[config.mk]
export PLATFORM = sky130hd
export DESIGN_NAME = complex_rotation_oscillator_unit
export DESIGN_NICKNAME = d
export VERILOG_FILES = /design/src/hw/rtl/crosc_pkg.sv /design/src/hw/rtl/crosc_rotate.sv /design/src/hw/rtl/crosc_snap.sv /design/src/hw/rtl/complex_rotation_oscillator_unit.sv
export SDC_FILE = /design/constraint.sdc
export NUM_CORES = 2
export LEC_CHECK = 0
export ABC_CLOCK_PERIOD_IN_PS = 9650
export CAP_MARGIN = 30
export CORE_MARGIN = 2
export CORE_UTILIZATION = 45
export DETAILED_ROUTE_END_ITERATION = 7
export DONT_BUFFER_PORTS = 1
export SLEW_MARGIN = 20
export SYNTH_ARGS = -nofsm -noshare
export SYNTH_HDL_FRONTEND = slang
export SYNTH_SLANG_ARGS = --single-unit
[constraint.sdc]
create_clock -name aclk -period 9.65 [get_ports aclk]
set_clock_uncertainty 0.15 [all_clocks]
set_input_delay 0.4825 -clock aclk [delete_from_list [all_inputs] [get_ports aclk]]
set_output_delay 0.4825 -clock aclk [all_outputs]
set_load 0.005 [all_outputs]
[src/hw/rtl/crosc_pkg.sv]
// ============================================================================
// crosc_pkg: shared types and constants of the complex rotation oscillator
// Widths, Q15 constants, register indexes and phasor types used by the
// rotation datapath, the axis snap logic and the top level.
// ============================================================================
`default_nettype none

package crosc_pkg;

    // Field widths
    localparam int SAMPLE_W   = 16;
    localparam int COEF_W     = 17;
    localparam int Q_SHIFT    = 15;
    localparam int PROD_W     = COEF_W + SAMPLE_W;
    localparam int TERM_W     = PROD_W - Q_SHIFT;
    localparam int SUM_W      = TERM_W + 1;

    // Snap thresholds
    localparam int SNAP_BAND  = 8;
    localparam int FULL_SCALE = 32767;

    // Reset values
    localparam int COEF_REAL_RESET   = 32768;
    localparam int COEF_IMAG_RESET   = 0;
    localparam int PHASOR_REAL_RESET = FULL_SCALE;
    localparam int PHASOR_IMAG_RESET = 0;

    // Configuration register indexes
    localparam int CFG_ADDR_W = 2;
    localparam logic [CFG_ADDR_W-1:0] CFG_COEF_REAL = 2'd0;
    localparam logic [CFG_ADDR_W-1:0] CFG_COEF_IMAG = 2'd1;

    typedef logic signed [SAMPLE_W-1:0] sample_t;
    typedef logic signed [COEF_W-1:0]   coef_t;
    typedef logic signed [PROD_W-1:0]   prod_t;
    typedef logic signed [TERM_W-1:0]   term_t;
    typedef logic signed [SUM_W-1:0]    sum_t;

    // Stored phasor, Q15
    typedef struct packed {
        sample_t re;
        sample_t im;
    } phasor_t;

    // Rotated phasor at full precision, before the snap
    typedef struct packed {
        sum_t re;
        sum_t im;
    } wide_phasor_t;

endpackage : crosc_pkg

`default_nettype wire

[src/hw/rtl/crosc_rotate.sv]
// ============================================================================
// crosc_rotate: Q15 complex rotation of the stored phasor
// Forms the four coefficient-by-phasor products, floors each by 2^15 and
// combines them into the full-precision rotated phasor.
// ============================================================================
`default_nettype none

module crosc_rotate
    import crosc_pkg::*;
(
    input  coef_t        coef_real,
    input  coef_t        coef_imag,
    input  phasor_t      phasor,
    output wide_phasor_t rotated
);

    sample_t pr;
    sample_t pi;
    prod_t   p_rr;
    prod_t   p_ii;
    prod_t   p_ri;
    prod_t   p_ir;
    term_t   t_rr;
    term_t   t_ii;
    term_t   t_ri;
    term_t   t_ir;

    assign pr = phasor.re;
    assign pi = phasor.im;

    // Form the four signed products
    assign p_rr = coef_real * pr;
    assign p_ii = coef_imag * pi;
    assign p_ri = coef_real * pi;
    assign p_ir = coef_imag * pr;

    // Drop the Q15 fraction bits (floor toward minus infinity)
    assign t_rr = p_rr[PROD_W-1:Q_SHIFT];
    assign t_ii = p_ii[PROD_W-1:Q_SHIFT];
    assign t_ri = p_ri[PROD_W-1:Q_SHIFT];
    assign t_ir = p_ir[PROD_W-1:Q_SHIFT];

    // Combine at full precision
    assign rotated.re = sum_t'(t_rr) - sum_t'(t_ii);
    assign rotated.im = sum_t'(t_ri) + sum_t'(t_ir);

endmodule : crosc_rotate

`default_nettype wire

[src/hw/rtl/crosc_snap.sv]
// ============================================================================
// crosc_snap: axis snap of the rotated phasor
// Pulls the phasor onto the real axis, then the imaginary axis, when a
// component nears zero or the other reaches full scale; keeps amplitude.
// ============================================================================
`default_nettype none

module crosc_snap
    import crosc_pkg::*;
(
    input  wide_phasor_t rotated,
    output phasor_t      snapped
);

    localparam sum_t BAND     = sum_t'(SNAP_BAND);
    localparam sum_t NEG_BAND = -BAND;
    localparam sum_t FULL     = sum_t'(FULL_SCALE);
    localparam sum_t NEG_FULL = -FULL;

    sum_t nr1;
    sum_t ni1;
    sum_t nr2;
    sum_t ni2;

    // Snap to the real axis first
    always_comb begin
        nr1 = rotated.re;
        ni1 = rotated.im;
        if ((ni1 > NEG_BAND && ni1 < BAND) || nr1 >= FULL || nr1 <= NEG_FULL) begin
            nr1 = nr1[SUM_W-1] ? NEG_FULL : FULL;
            ni1 = '0;
        end
    end

    // Then snap to the imaginary axis on what is left
    always_comb begin
        nr2 = nr1;
        ni2 = ni1;
        if ((nr2 > NEG_BAND && nr2 < BAND) || ni2 >= FULL || ni2 <= NEG_FULL) begin
            ni2 = ni2[SUM_W-1] ? NEG_FULL : FULL;
            nr2 = '0;
        end
    end

    // Both components now lie within full scale
    assign snapped.re = nr2[SAMPLE_W-1:0];
    assign snapped.im = ni2[SAMPLE_W-1:0];

endmodule : crosc_snap

`default_nettype wire

[src/hw/rtl/complex_rotation_oscillator_unit.sv]
// ============================================================================
// complex_rotation_oscillator_unit: Q15 recursive quadrature oscillator
// One sample per input transaction; phasor rotated by a programmable
// complex coefficient, with axis snapping to hold the amplitude.
// ============================================================================
// Each accepted input transaction returns the current phasor as one Q15
// sample (real, imaginary) with batch_end echoed on m_last, and the phasor
// is rotated in the same cycle. The block takes one transaction per clock:
// the feedback path (four 17x16 multiplies, floor by 2^15, one add and the
// axis snap compares) is combinational into the phasor register, and the
// result sits in an output register that accepts a new transaction whenever
// it is empty or being drained. Write coef_real (index 0) and coef_imag
// (index 1) only while no transaction is outstanding; other indexes are
// ignored. After reset the phasor is (32767, 0) and the coefficient is
// (32768, 0).
// ============================================================================
`default_nettype none

module complex_rotation_oscillator_unit
    import crosc_pkg::*;
(
    input  wire logic                  aclk,
    input  wire logic                  aresetn,

    // Configuration write port
    input  wire logic                  cfg_wr_en,
    input  wire logic [CFG_ADDR_W-1:0] cfg_addr,
    input  wire logic [COEF_W-1:0]     cfg_wdata,

    // Sample request channel
    input  wire logic                  s_valid,
    output logic                       s_ready,
    input  wire logic                  s_batch_end,

    // Sample result channel
    output logic                       m_valid,
    input  wire logic                  m_ready,
    output logic signed [SAMPLE_W-1:0] m_sample_real,
    output logic signed [SAMPLE_W-1:0] m_sample_imag,
    output logic                       m_last
);

    coef_t        coef_real_reg;
    coef_t        coef_imag_reg;
    phasor_t      phasor_reg;
    phasor_t      phasor_next;
    wide_phasor_t rotated;
    logic         m_valid_reg;
    sample_t      sample_real_reg;
    sample_t      sample_imag_reg;
    logic         last_reg;
    logic         s_accept;

    // Accept while the output register is empty or being drained
    assign s_ready  = !m_valid_reg || m_ready;
    assign s_accept = s_valid && s_ready;

    crosc_rotate u_rotate (
        .coef_real (coef_real_reg),
        .coef_imag (coef_imag_reg),
        .phasor    (phasor_reg),
        .rotated   (rotated)
    );

    crosc_snap u_snap (
        .rotated (rotated),
        .snapped (phasor_next)
    );

    // Coefficient registers
    always_ff @(posedge aclk) begin
        if (!aresetn) begin
            coef_real_reg <= coef_t'(COEF_REAL_RESET);
            coef_imag_reg <= coef_t'(COEF_IMAG_RESET);
        end else if (cfg_wr_en) begin
            unique case (cfg_addr)
                CFG_COEF_REAL: coef_real_reg <= cfg_wdata;
                CFG_COEF_IMAG: coef_imag_reg <= cfg_wdata;
                default: ;
            endcase
        end
    end

    // Advance the phasor on each accepted transaction
    always_ff @(posedge aclk) begin
        if (!aresetn) begin
            phasor_reg.re <= sample_t'(PHASOR_REAL_RESET);
            phasor_reg.im <= sample_t'(PHASOR_IMAG_RESET);
        end else if (s_accept) begin
            phasor_reg <= phasor_next;
        end
    end

    // Output valid: set on accept, drop when taken
    always_ff @(posedge aclk) begin
        if (!aresetn) begin
            m_valid_reg <= 1'b0;
        end else if (s_accept) begin
            m_valid_reg <= 1'b1;
        end else if (m_ready) begin
            m_valid_reg <= 1'b0;
        end
    end

    // Hold the current sample in the output register
    always_ff @(posedge aclk) begin
        if (s_accept) begin
            sample_real_reg <= phasor_reg.re;
            sample_imag_reg <= phasor_reg.im;
            last_reg        <= s_batch_end;
        end
    end

    assign m_valid       = m_valid_reg;
    assign m_sample_real = sample_real_reg;
    assign m_sample_imag = sample_imag_reg;
    assign m_last        = last_reg;

endmodule : complex_rotation_oscillator_unit

`default_nettype wire

==> impl_metrics.env <==
export IMPL_clock_root_buffer="clkbuf_16"
export IMPL_drtIter0Drc=1897
export IMPL_crit_type="register to register"
export IMPL_synthToLayoutAreaGrowth_pct=9.75
export IMPL_fill_cells=9445
export IMPL_critPathMaxFanout=9
export IMPL_synth_warnings=0
export IMPL_nNetsFinal=6608
export IMPL_required_ns=9.79
export IMPL_finalCriticalPeriod_ns=9.35
export IMPL_ant_nets=0
export IMPL_synth_top_family_by_area="adder cells"
export IMPL_syn_nets=6510
export IMPL_multi_input_area_sq_mm=0.0380
export IMPL_start_util=0.454
export IMPL_dieArea_sq_mm=0.104
export IMPL_synth_compound_area_share=0.0578
export IMPL_synth_simple_area_share=0.160
export IMPL_grt_pass1_wl_mm=197
export IMPL_ys_seq_area_frac=0.0513
export IMPL_grt_overflow=0
export IMPL_fin_crit_sh=0.969
export IMPL_grt_max_degree=56
export IMPL_cap_viol_max_count=0
export IMPL_synthAdderAreaFrac=0.584
export IMPL_grt_util_all_layers=0.247
export IMPL_setup_violations=0
export IMPL_port_buffers=0
export IMPL_vias=32700
export IMPL_via_per_inst=5.09
export IMPL_grt_pass1_vias=35200
export IMPL_dp_hpwl_mm=100
export IMPL_synth_area_mux_share=0.000578
export IMPL_cts_tree="done"
export IMPL_crit_top_cell="fa_1"
export IMPL_syn_inst=5023
export IMPL_arrival_ns=9.49
export IMPL_final_common_cell="inv_1"
export IMPL_rows=116
export IMPL_max_stage_delay_ns=0.55
export IMPL_outcome="finished clean"
export IMPL_die_w_um=322
export IMPL_layout_cells_most_common_list="inv_1 (1241), fa_1 (1098), nand2_1 (647), and2_1 (492), ha_1 (354)"
export IMPL_cts_clk_slew_worst_paths_ns=0.09
export IMPL_drc_errors=0
export IMPL_largest_reg_flops=32
export IMPL_avgSynthCellArea_sq_um=9.05
export IMPL_fmax_ghz=0.107
export IMPL_cts_buffers=9
export IMPL_regArea_sq_mm=0.00239
export IMPL_syn_cell_area_sq_mm=0.0455
export IMPL_fin_area_sq_mm=0.0499
export IMPL_post_drt_wl_per_cell_um=18.7
export IMPL_startpoint_type="register"
export IMPL_cts_sinks=100
export IMPL_pin_count=60
export IMPL_setup_ws_ns=0.298
export IMPL_htree_levels=3
export IMPL_coreArea_sq_mm=0.100
export IMPL_ys_types=87
export IMPL_wl_mm=120
export IMPL_postCtsHoldBufs=0
export IMPL_place_congestion=0.881
export IMPL_finalHoldViolations=0
export IMPL_dpl_cell_area_sq_mm=0.0488
export IMPL_drive_gt1_frac=0.0960
export IMPL_worst_hold_path_type="input port to register"
export IMPL_holdWs_ns=0.00987
export IMPL_rrSetupSlack_ns=0.30
export IMPL_synthXorXnorAreaFrac=0.0227
export IMPL_ys_ff_latch=100
export IMPL_die_y_um=322
export IMPL_worst_setup_path_end_kind="register"
export IMPL_insertion_delay_ns=0.42
export IMPL_tightest_slew_ns=0.969
export IMPL_synthArstFlopShare=0
export IMPL_cts_buffer_depth=2
export IMPL_antenna_found_initial=7
export IMPL_firstDrtPassIters=5
export IMPL_cp_slowest_cell="fa_1"
export IMPL_place_ws_ns=-0.227
export IMPL_synth_main_ff_cell="dfxtp_1"
export IMPL_relSlewSlack=0.353
export IMPL_slew_violations=0
export IMPL_synth_edf_count=33
per-stage QoR:
step | setup TNS (ns) | instances | util
floorplan | 0 | 5023 | -
detailed placement | -5.43 | 6392 | 0.488
CTS | 0 | 6409 | 0.491
finish | 0 | 6429 | 0.498
global placement | -0.176 | 6392 | 0.488
global route | -0.656 | 6426 | 0.498
per-layer routing:
metal  GRT usage  wire [um]  vias up
met2       0.396      55500      824
met1       0.348      53900    16900
met3      0.0370       7190      120
li1            -          -    14900
met4      0.0672       3530        4
met5           0         30        -
timing repair:
action | 4_1_cts | 5_1_grt
pin swaps | 1 | 40
resized for setup | 10 | 147
cloned | 0 | 2
setup endpoints to repair | 32 | 32
setup buffers | 1 | 13
cell usage after synthesis (9+ instances only):
cell type	count	area share
nor2b_1	16	0.0022
o21ai_0	52	0.0057
and2_1	492	0.068
o211ai_1	26	0.0043
xor2_1	32	0.0062
dfxtp_1	67	0.029
nor2_1	150	0.012
nand2b_1	38	0.0052
and3_1	14	0.0019
clkbuf_1	238	0.020
nand3_1	20	0.0022
xnor2_1	86	0.017
or2_2	11	0.0015
a211oi_1	9	0.0015
ha_1	360	0.099
inv_1	1241	0.10
a211o_1	10	0.0019
a21oi_1	70	0.0077
a21boi_0	43	0.0071
a21o_1	42	0.0069
nand4_1	11	0.0015
fa_1	1102	0.49
o21a_1	25	0.0041
edfxtp_1	33	0.022
or3_1	9	0.0012
a311oi_1	10	0.0019
nor3_1	38	0.0042
nand2_1	650	0.054
buf_2	10	0.0011
path summary, 6_finish.rpt:
check / start / endpoint / cells past startpoint
setup reg to reg: phasor_reg[20]$_SDFFE_PN1P_ / phasor_reg[22]$_SDFFE_PN1P_ / 35
hold reg to reg: phasor_reg[17]$_SDFFE_PN1P_ / phasor_reg[17]$_SDFFE_PN1P_ / 2
hold / removal: s_batch_end / m_last$_DFFE_PP_ / 0
setup / recovery: phasor_reg[20]$_SDFFE_PN1P_ / phasor_reg[22]$_SDFFE_PN1P_ / 35
cell type report:
class / instances / share of cell area
Multi-Input combinational cell: 3430 / 0.761
Clock buffer: 11 / 0.00466
Timing Repair Buffer: 336 / 0.0592
Tap cell: 1298 / 0.0325
Clock inverter: 5 / 0.00118
Sequential cell: 100 / 0.0479
Antenna cell: 5 / 0.000251
Inverter: 1244 / 0.0936
kinds of logic (layout without fill, tap and decap cells):
| kind of cell | count (synthesis) | in the layout |
|---|---|---|
| buf+inv | 1494 | 1596 |
| simple gates | 1480 | 1480 |
| fa+ha+maj | 1462 | 1462 |
| compound gates | 367 | 368 |
| xor+xnor | 118 | 118 |
| flops | 100 | 100 |
| mux | 2 | 2 |
| other cells | 0 | 5 |
worst max-delay path: cells and delay by family, from the launching register on:
family | cells | cell delay [ns]
compound gates | 9 | 2.29
xor+xnor | 1 | 0.16
simple gates | 11 | 2.06
fa+ha+maj | 8 | 3.41
buf+inv | 6 | 0.75
flops | 1 | 0.39
Power is left out: the tool's default activity adds up to more than one toggle a clock period on the data nets, which glitch-free logic cannot reach.
